[config.mk]
export PLATFORM = sky130hd
export DESIGN_NAME = swd_host_transaction_engine
export DESIGN_NICKNAME = d
export VERILOG_FILES = /design/src/rtl/core/swdh_pkg.sv /design/src/rtl/core/swdh_csr.sv /design/src/rtl/core/swd_host_transaction_engine.sv
export SDC_FILE = /design/constraint.sdc
export NUM_CORES = 1
export LEC_CHECK = 0
export BUFFER_PORTS_ARGS = -buffer_cell sky130_fd_sc_hd__buf_2
export CAP_MARGIN = 30
export CORE_MARGIN = 1
export CORE_UTILIZATION = 56
export DETAILED_ROUTE_END_ITERATION = 10
export GPL_TIMING_DRIVEN = 0
export HOLD_SLACK_MARGIN = 0.1
export PLACE_DENSITY = 0.82
export RECOVER_POWER = 100
export SYNTH_ARGS = -nofsm -noshare
export SYNTH_HDL_FRONTEND = slang
export SYNTH_SLANG_ARGS = --single-unit
[constraint.sdc]
create_clock -name clock -period 3.8 [get_ports clock]
set_input_delay 0.38 -clock clock [delete_from_list [all_inputs] [get_ports clock]]
set_output_delay 0.38 -clock clock [all_outputs]
set_load 0.02 [all_outputs]
[src/rtl/core/swdh_pkg.sv]
// Shared types and constants for the serial wire debug host engine.
`default_nettype none
package swdh_pkg;

   // Command codes
   localparam logic [1:0] CMD_READ   = 2'd0;
   localparam logic [1:0] CMD_WRITE  = 2'd1;
   localparam logic [1:0] CMD_SWITCH = 2'd2;
   localparam logic [1:0] CMD_FLUSH  = 2'd3;

   // Completion status codes
   localparam logic [2:0] ST_OK     = 3'd0;
   localparam logic [2:0] ST_FAULT  = 3'd1;
   localparam logic [2:0] ST_UNKACK = 3'd2;
   localparam logic [2:0] ST_PARITY = 3'd3;
   localparam logic [2:0] ST_RETRY  = 3'd4;

   // Acknowledge codes, first received bit in bit 0
   localparam logic [2:0] ACK_OK    = 3'b001;
   localparam logic [2:0] ACK_WAIT  = 3'b010;
   localparam logic [2:0] ACK_FAULT = 3'b100;

   // Line switch word, sent LSB first
   localparam logic [15:0] SWITCH_WORD = 16'hE79E;

   // Phase codes of the transaction sequencer
   localparam logic [3:0] PH_IDLE  = 4'd0;
   localparam logic [3:0] PH_HDR   = 4'd1;
   localparam logic [3:0] PH_TURN1 = 4'd2;
   localparam logic [3:0] PH_ACK   = 4'd3;
   localparam logic [3:0] PH_TURNA = 4'd4;
   localparam logic [3:0] PH_TURN2 = 4'd5;
   localparam logic [3:0] PH_WDATA = 4'd6;
   localparam logic [3:0] PH_WPAR  = 4'd7;
   localparam logic [3:0] PH_RDATA = 4'd8;
   localparam logic [3:0] PH_RPAR  = 4'd9;
   localparam logic [3:0] PH_TRAIL = 4'd10;
   localparam logic [3:0] PH_SW1   = 4'd11;
   localparam logic [3:0] PH_SWW   = 4'd12;
   localparam logic [3:0] PH_SW2   = 4'd13;
   localparam logic [3:0] PH_SWZ   = 4'd14;
   localparam logic [3:0] PH_FLUSH = 4'd15;

   // Register map
   localparam int unsigned CSR_ADDR_W = 3;
   localparam logic [0:0]  REG_WAIT_RETRY_LIMIT = 1'b0;

   typedef struct packed {
      logic        start_req;
      logic [1:0]  command;
      logic        ap_select;
      logic [1:0]  reg_bits;
      logic [31:0] write_data;
      logic        swdio_in;
   } req_payload_type;

   typedef struct packed {
      logic        clock_pulse;
      logic        swdio_out;
      logic        swdio_drive;
      logic        busy_res;
      logic        done_res;
      logic [2:0]  status;
      logic [2:0]  ack_code;
      logic [31:0] read_data;
   } rsp_payload_type;

endpackage
`default_nettype wire

[src/rtl/core/swdh_csr.sv]
// Configuration register block: wait retry limit behind an APB-style port.
`default_nettype none
module swdh_csr
   import swdh_pkg::*;
(
   input  wire logic                  clock,
   input  wire logic                  reset,
   input  wire logic                  csr_psel,
   input  wire logic                  csr_penable,
   input  wire logic                  csr_pwrite,
   input  wire logic [CSR_ADDR_W-1:0] csr_paddr,
   input  wire logic [31:0]           csr_pwdata,
   output logic [31:0]                csr_prdata,
   output logic                       csr_pready,
   output logic [15:0]                wait_retry_limit
);

   logic [15:0] limit_ff;
   logic [15:0] limit_in;
   logic        wr_hit;

   assign csr_pready = 1'b1;
   assign wr_hit = csr_psel && csr_penable && csr_pwrite &&
                   (csr_paddr[CSR_ADDR_W-1] == REG_WAIT_RETRY_LIMIT);

   // Write path
   always_comb begin
      limit_in = limit_ff;
      if (wr_hit) begin
         limit_in = csr_pwdata[15:0];
      end
   end

   always_ff @(posedge clock) begin
      if (reset) begin
         limit_ff <= 16'd0;
      end else begin
         limit_ff <= limit_in;
      end
   end

   // Read decode
   always_comb begin
      unique case (csr_paddr[CSR_ADDR_W-1])
         REG_WAIT_RETRY_LIMIT: csr_prdata = {16'd0, limit_ff};
         default:              csr_prdata = 32'd0;
      endcase
   end

   assign wait_retry_limit = limit_ff;

endmodule
`default_nettype wire

[src/rtl/core/swd_host_transaction_engine.sv]
// Serial wire debug host: one bit cycle per accepted request, result register on the output.
// Latency: a request's response is valid in the cycle after the request is accepted.
// Throughput: one request per clock when not stalled; the sequencer steps once per request.
// The output register frees the input side whenever it is empty or being taken.
// Reset (synchronous, active high) puts the sequencer idle, clears its state and
// sets the wait retry limit to 0 (retry without limit).
`default_nettype none
module swd_host_transaction_engine
   import swdh_pkg::*;
#(
   parameter int unsigned SWITCH_ONES = 100,
   parameter int unsigned IDLE_ZEROS  = 20,
   parameter int unsigned FLUSH_BITS  = 8
) (
   input  wire logic                  clock,
   input  wire logic                  reset,
   input  wire logic                  req_valid,
   output logic                       req_stall,
   input  wire req_payload_type       req_payload,
   output logic                       rsp_valid,
   input  wire logic                  rsp_stall,
   output rsp_payload_type            rsp_payload,
   input  wire logic                  csr_psel,
   input  wire logic                  csr_penable,
   input  wire logic                  csr_pwrite,
   input  wire logic [CSR_ADDR_W-1:0] csr_paddr,
   input  wire logic [31:0]           csr_pwdata,
   output logic [31:0]                csr_prdata,
   output logic                       csr_pready
);

   localparam logic [6:0] SW_ONES_LAST  = 7'(SWITCH_ONES - 1);
   localparam logic [6:0] IDLE_Z_LAST   = 7'(IDLE_ZEROS - 1);
   localparam logic [6:0] FLUSH_LAST    = 7'(FLUSH_BITS - 1);

   logic [15:0] wait_retry_limit;

   swdh_csr u_csr (
      .clock            (clock),
      .reset            (reset),
      .csr_psel         (csr_psel),
      .csr_penable      (csr_penable),
      .csr_pwrite       (csr_pwrite),
      .csr_paddr        (csr_paddr),
      .csr_pwdata       (csr_pwdata),
      .csr_prdata       (csr_prdata),
      .csr_pready       (csr_pready),
      .wait_retry_limit (wait_retry_limit)
   );

   // Sequencer state
   logic [3:0]  phase_ff,     phase_in;
   logic [6:0]  bit_count_ff, bit_count_in;
   logic [31:0] shift_word_ff, shift_word_in;
   logic        parity_ff,    parity_in;
   logic [1:0]  command_ff,   command_in;
   logic [2:0]  header_ff,    header_in;
   logic [2:0]  ack_ff,       ack_in;
   logic [15:0] retry_ff,     retry_in;

   // Output register
   logic            rsp_valid_ff, rsp_valid_in;
   rsp_payload_type rsp_payload_ff, rsp_payload_in;

   logic accept;

   assign req_stall = rsp_valid_ff && rsp_stall;
   assign accept    = req_valid && !req_stall;

   // One bit cycle of the transaction
   always_comb begin
      logic [3:0]  ph;
      logic [6:0]  bc;
      logic [31:0] sw;
      logic        pa;
      logic [1:0]  cmd;
      logic [2:0]  hdr;
      logic [7:0]  hdr_bits;
      logic        rnw;
      logic        dout;
      logic        clk_p;
      logic        drv;
      logic        done;
      logic [2:0]  st;
      logic [31:0] rd;

      ph  = phase_ff;
      bc  = bit_count_ff;
      sw  = shift_word_ff;
      pa  = parity_ff;
      cmd = command_ff;
      hdr = header_ff;
      retry_in = retry_ff;
      ack_in   = ack_ff;
      clk_p = 1'b0;
      dout  = 1'b0;
      drv   = 1'b0;
      done  = 1'b0;
      st    = ST_OK;
      rd    = 32'd0;

      // Start of a new transaction
      if (phase_ff == PH_IDLE && req_payload.start_req) begin
         cmd = req_payload.command;
         hdr = {req_payload.reg_bits, req_payload.ap_select};
         sw  = (req_payload.command == CMD_WRITE) ? req_payload.write_data : 32'd0;
         retry_in = 16'd0;
         bc  = 7'd0;
         pa  = 1'b0;
         case (req_payload.command)
            CMD_READ, CMD_WRITE: ph = PH_HDR;
            CMD_SWITCH:          ph = PH_SW1;
            default:             ph = PH_FLUSH;
         endcase
      end

      rnw = (cmd == CMD_READ);
      // start, APnDP, RnW, A2, A3, parity, stop, park (bit 0 first)
      hdr_bits = {1'b1, 1'b0, hdr[0] ^ rnw ^ hdr[1] ^ hdr[2], hdr[2], hdr[1],
                  rnw, hdr[0], 1'b1};

      phase_in      = ph;
      bit_count_in  = bc;
      shift_word_in = sw;
      parity_in     = pa;
      command_in    = cmd;
      header_in     = hdr;

      if (ph != PH_IDLE) begin
         clk_p = 1'b1;
         unique case (ph)
            PH_HDR: begin
               drv  = 1'b1;
               dout = hdr_bits[bc[2:0]];
               bit_count_in = bc + 7'd1;
               if (bc == 7'd7) begin
                  bit_count_in = 7'd0;
                  phase_in     = PH_TURN1;
               end
            end
            PH_TURN1: begin
               ack_in       = 3'd0;
               bit_count_in = 7'd0;
               phase_in     = PH_ACK;
            end
            PH_ACK: begin
               ack_in = ack_ff | ({2'b00, req_payload.swdio_in} << bc[1:0]);
               bit_count_in = bc + 7'd1;
               if (bc == 7'd2) begin
                  bit_count_in = 7'd0;
                  parity_in    = 1'b0;
                  if (ack_in == ACK_OK) begin
                     phase_in = (cmd == CMD_WRITE) ? PH_TURN2 : PH_RDATA;
                  end else begin
                     phase_in = PH_TURNA;
                  end
               end
            end
            PH_TURNA: begin
               if (ack_ff == ACK_WAIT &&
                   (wait_retry_limit == 16'd0 || retry_ff < wait_retry_limit)) begin
                  retry_in     = retry_ff + 16'd1;
                  bit_count_in = 7'd0;
                  phase_in     = PH_HDR;
               end else begin
                  done = 1'b1;
                  if (ack_ff == ACK_WAIT) begin
                     st = ST_RETRY;
                  end else if (ack_ff == ACK_FAULT) begin
                     st = ST_FAULT;
                  end else begin
                     st = ST_UNKACK;
                  end
                  phase_in = PH_IDLE;
               end
            end
            PH_TURN2: begin
               bit_count_in = 7'd0;
               phase_in     = PH_WDATA;
            end
            PH_WDATA: begin
               drv  = 1'b1;
               dout = sw[bc[4:0]];
               parity_in    = pa ^ dout;
               bit_count_in = bc + 7'd1;
               if (bc == 7'd31) begin
                  bit_count_in = 7'd0;
                  phase_in     = PH_WPAR;
               end
            end
            PH_WPAR: begin
               drv      = 1'b1;
               dout     = pa;
               done     = 1'b1;
               phase_in = PH_IDLE;
            end
            PH_RDATA: begin
               shift_word_in[bc[4:0]] = sw[bc[4:0]] | req_payload.swdio_in;
               parity_in    = pa ^ req_payload.swdio_in;
               bit_count_in = bc + 7'd1;
               if (bc == 7'd31) begin
                  bit_count_in = 7'd0;
                  phase_in     = PH_RPAR;
               end
            end
            PH_RPAR: begin
               parity_in = pa ^ req_payload.swdio_in;
               if (parity_in) begin
                  shift_word_in = 32'd0;
               end
               phase_in = PH_TRAIL;
            end
            PH_TRAIL: begin
               done     = 1'b1;
               st       = pa ? ST_PARITY : ST_OK;
               rd       = pa ? 32'd0 : sw;
               phase_in = PH_IDLE;
            end
            PH_SW1: begin
               drv  = 1'b1;
               dout = 1'b1;
               bit_count_in = bc + 7'd1;
               if (bc == SW_ONES_LAST) begin
                  bit_count_in = 7'd0;
                  phase_in     = PH_SWW;
               end
            end
            PH_SWW: begin
               drv  = 1'b1;
               dout = SWITCH_WORD[bc[3:0]];
               bit_count_in = bc + 7'd1;
               if (bc == 7'd15) begin
                  bit_count_in = 7'd0;
                  phase_in     = PH_SW2;
               end
            end
            PH_SW2: begin
               drv  = 1'b1;
               dout = 1'b1;
               bit_count_in = bc + 7'd1;
               if (bc == SW_ONES_LAST) begin
                  bit_count_in = 7'd0;
                  phase_in     = PH_SWZ;
               end
            end
            PH_SWZ: begin
               drv = 1'b1;
               bit_count_in = bc + 7'd1;
               if (bc == IDLE_Z_LAST) begin
                  bit_count_in = 7'd0;
                  done         = 1'b1;
                  phase_in     = PH_IDLE;
               end
            end
            default: begin
               // flush: driven zeros
               drv = 1'b1;
               bit_count_in = bc + 7'd1;
               if (bc == FLUSH_LAST) begin
                  bit_count_in = 7'd0;
                  done         = 1'b1;
                  phase_in     = PH_IDLE;
               end
            end
         endcase
      end

      rsp_payload_in.clock_pulse = clk_p;
      rsp_payload_in.swdio_out   = dout;
      rsp_payload_in.swdio_drive = drv;
      rsp_payload_in.busy_res    = (phase_in != PH_IDLE);
      rsp_payload_in.done_res    = done;
      rsp_payload_in.status      = st;
      rsp_payload_in.ack_code    = ack_in;
      rsp_payload_in.read_data   = rd;
   end

   // Output register valid
   always_comb begin
      rsp_valid_in = rsp_valid_ff;
      if (accept) begin
         rsp_valid_in = 1'b1;
      end else if (!rsp_stall) begin
         rsp_valid_in = 1'b0;
      end
   end

   // State advances once per accepted request
   always_ff @(posedge clock) begin
      if (reset) begin
         phase_ff      <= PH_IDLE;
         bit_count_ff  <= 7'd0;
         shift_word_ff <= 32'd0;
         parity_ff     <= 1'b0;
         command_ff    <= CMD_READ;
         header_ff     <= 3'd0;
         ack_ff        <= 3'd0;
         retry_ff      <= 16'd0;
         rsp_valid_ff  <= 1'b0;
      end else begin
         rsp_valid_ff <= rsp_valid_in;
         if (accept) begin
            phase_ff      <= phase_in;
            bit_count_ff  <= bit_count_in;
            shift_word_ff <= shift_word_in;
            parity_ff     <= parity_in;
            command_ff    <= command_in;
            header_ff     <= header_in;
            ack_ff        <= ack_in;
            retry_ff      <= retry_in;
         end
      end
   end

   // Response payload
   always_ff @(posedge clock) begin
      if (accept) begin
         rsp_payload_ff <= rsp_payload_in;
      end
   end

   assign rsp_valid   = rsp_valid_ff;
   assign rsp_payload = rsp_payload_ff;

endmodule
`default_nettype wire

==> reports/qor.yml <==
crit_start: "phase_ff[0]"
dp_hpwl_mm: 21.14
final_cells: 1405
clockRootBuffer: "clkbuf_16"
fin_area_um2: 9687
drtPass1Iterations: 6
grt_pass1_wl_mm: 44.50
cts_hold_buf: 0
grt_pass1_vias: 8307
clock_latency_ns: 0.44
ant_nets: 0
synth.cell_area_um2: 8227
p_leak_nw: 3.375
antenna_found_initial: 0
ir_drop_mv: 0.3504
rr_worst_depth: 7
hold_path.class: "in2reg"
yosys_warnings: 0
hold_violations: 0
cts_max_level: 4
clkTransAtPathRegs_ns: 0.06
grt_usage_pct: 38.91
critical_path_class: "reg2reg"
intPower_mw: 2.842
power.share.clock_pct: 45.5
fin_nets: 1309
ys_seq_area_share_pct: 36.38
fin_crit_ns: 3.462
core_um2: 14100
critPathMaxStageDelay_ns: 0.86
comb_power_share_pct: 17.6
synth_cell_types: 80
rrSetupSlack_ns: 0.34
postPlaceCellArea_um2: 9130
grt_start_max_net_pins: 32
initial_utilization_pct: 58.36
wirelength_mm: 29.15
critical_path.endpoint_type: "register"
drive_gt1_share_pct: 11.18
areaGrowthSynthToFinish_pct: 17.75
clock_skew_ns: 0.007596
die_x_um: 123.2
reg2reg_from: "phase_ff[0]"
dr_total_vias: 9176
sw_frac_of_total_pct: 29.54
finalSetupViolations: 0
fin_crit_sh_pct: 91.11
avgSynthCellArea_um2: 7.783
path_cells: "nor3b_1 > nand2_1 > clkbuf_1 > clkbuf_1 > clkbuf_1 > a22oi_1 > nor2_1"
synth_top_area_share_pct: 20.68
cts_tree: "built"
synth-seq-cells: 128
crit_family: "simple AND/OR/NAND/NOR gates"
placed_cells_incl_taps: 1373
clk_path_buf_depth: 2
wl_per_cell_um: 20.75
syn_inst: 1057
relSlewSlack_pct: 12.50
seqPwrFrac_pct: 36.9
viasPerCell: 6.531
fmax_ghz: 0.2888
synthFlopType: "dfxtp_1"
final_util_pct: 68.72
cts_buffers: 17
cts_resized: 0
cts_sinks: 128
synth_edf_count: 43
yosysMostFrequentCell: "nand2_1"
fp-row-count: 43
slew_viol_final: 0
rsz0062_at_grt: "false"
min-delay-start: "req_valid"
dieArea_um2: 15180
synth_area_leaders: "dfxtp_1 21%, edfxtp_1 16%, nand2_1 6.6%"
netSwitchingPower_mw: 1.192
cp.arrival_ns: 3.63
hold_path_depth: 3
drc_errors: 0
tightest_slew_ns: 1.313
crit_slowest_cell: "nor3b_1"
io_buffers: 120
required_ns: 3.97
drv_cap: 0
initialDrtViolationCount: 1431
io_pins: 159
p_per_area_nw_per_um2: 416.5
yosys.area.top_type: "dfxtp_1"
r2r_end: "rsp_payload[14]"
gr-total-overflow: 0
cp-start-kind: "register"
async_reset_ff_share_pct: 0
place_congestion: 1.013
crit_path_end: "rsp_payload[14]"
cp_max_fo: 10
critPathBufInv: 3
crit_cells: 7
postCtsSetupBuffers: 0
fp.dieH_um: 123.2
yosys-top-cells-count: "144 x nand2_1, 104 x a21oi_1, 99 x nor2_1"
antenna_cells: 0
status: "completed"
crit_path_frequent_cell: "clkbuf_1"
-- registers in the layout (all words and copies together) (netlist names) --
name / flops
ack_ff: 3
bit_count_ff: 7
command_ff: 2
header_ff: 3
parity_ff: 1
phase_ff: 4
retry_ff: 16
rsp_payload: 43
rsp_valid: 1
shift_word_ff: 32
u_csr.wait_retry_limit: 16
-- worst min-delay path by stage --
| stage | endpoint | slack [ns] |
|---|---|---|
| finish | rsp_valid | 0.17 |
| global route | u_csr.wait_retry_limit[2] | 0.19 |
| CTS | rsp_valid | 0.18 |
| detailed placement | u_csr.wait_retry_limit[9] | 0.46 |
| global placement | u_csr.wait_retry_limit[9] | 0.46 |
| floorplan | u_csr.wait_retry_limit[14] | 0.45 |
-- power by group through the flow --
| stage | Sequential [mW] | Clock [mW] | Combinational (mW) |
|---|---|---|---|
| after floorplan | 1.55 | 0 | 0.415 |
| after global placement | 1.52 | 0 | 0.687 |
| after detailed placement | 1.52 | 0 | 0.691 |
| after CTS | 1.49 | 1.82 | 0.696 |
| after global routing | 1.49 | 1.89 | 0.749 |
| final | 1.49 | 1.84 | 0.710 |
-- cell families (layout without fill, tap and decap cells) --
logic type | after synthesis | in the layout | synth area share [%]
mux | 23 | 23 | 2.844
other cells | 2 | 17 | 0.09129
simple gates | 442 | 442 | 26.39
flops | 128 | 128 | 36.38
buf+inv | 123 | 276 | 6.814
fa+ha+maj | 16 | 16 | 2.433
compound gates | 318 | 318 | 24.52
xor+xnor | 5 | 5 | 0.5324
-- per-layer routing --
metal  up-vias  routed length [um]  GRT usage, %
li1       4154                   -             -
met4         0                1624         21.08
met5         -                   0             0
met2       640               12860         60.27
met3       123                2994         9.686
met1      4259               11670         49.68
-- layout by cell type, fill, tap and decap left out, drive strengths merged, types with 11 or more instances in the layout --
master	Yosys	final
a31oi	21	21
o21ai	77	77
a21oi	105	105
nand3	46	46
or3	11	11
nand2	145	145
o211ai	16	16
nor2b	21	21
ha	16	16
and3	14	14
a22oi	15	15
nand4	11	11
conb	2	17
edfxtp	43	43
nor2	100	100
nor3	24	24
nand2b	14	14
clkbuf	52	139
dfxtp	85	85
inv	27	28
buf	44	97
mux2i	20	20
-- layout make-up --
cell class / instances / area [um^2]
buffer: 96 / 452.9
clock buffer: 19 / 442.9
clock inverter: 13 / 209.0
fill: 1257 / 4409
inverter: 27 / 101.3
multi-input combinational: 821 / 4718
sequential: 128 / 2993
tap: 180 / 225.2
timing repair buffer: 121 / 544.3
-- worst min-delay path: cells and delay by family --
kind / cells / cell delay [ns]
simple gates: 2 / 0.10
buf+inv: 1 / 0.09
-- metrics by stage --
stage	setup slack (ns)	hold slack, ns	power (mW)	setup TNS, ns
global placement	-0.6398	0.4598	2.202	-27.82
floorplan	0.8707	0.4490	1.962	0
global route	0.2388	0.1868	4.130	0
CTS	0.7420	0.1780	4.007	0
detailed placement	0.7576	0.4636	2.206	0
finish	0.3377	0.1683	4.034	0
No activity file was read; power rests on OpenSTA's default activity.
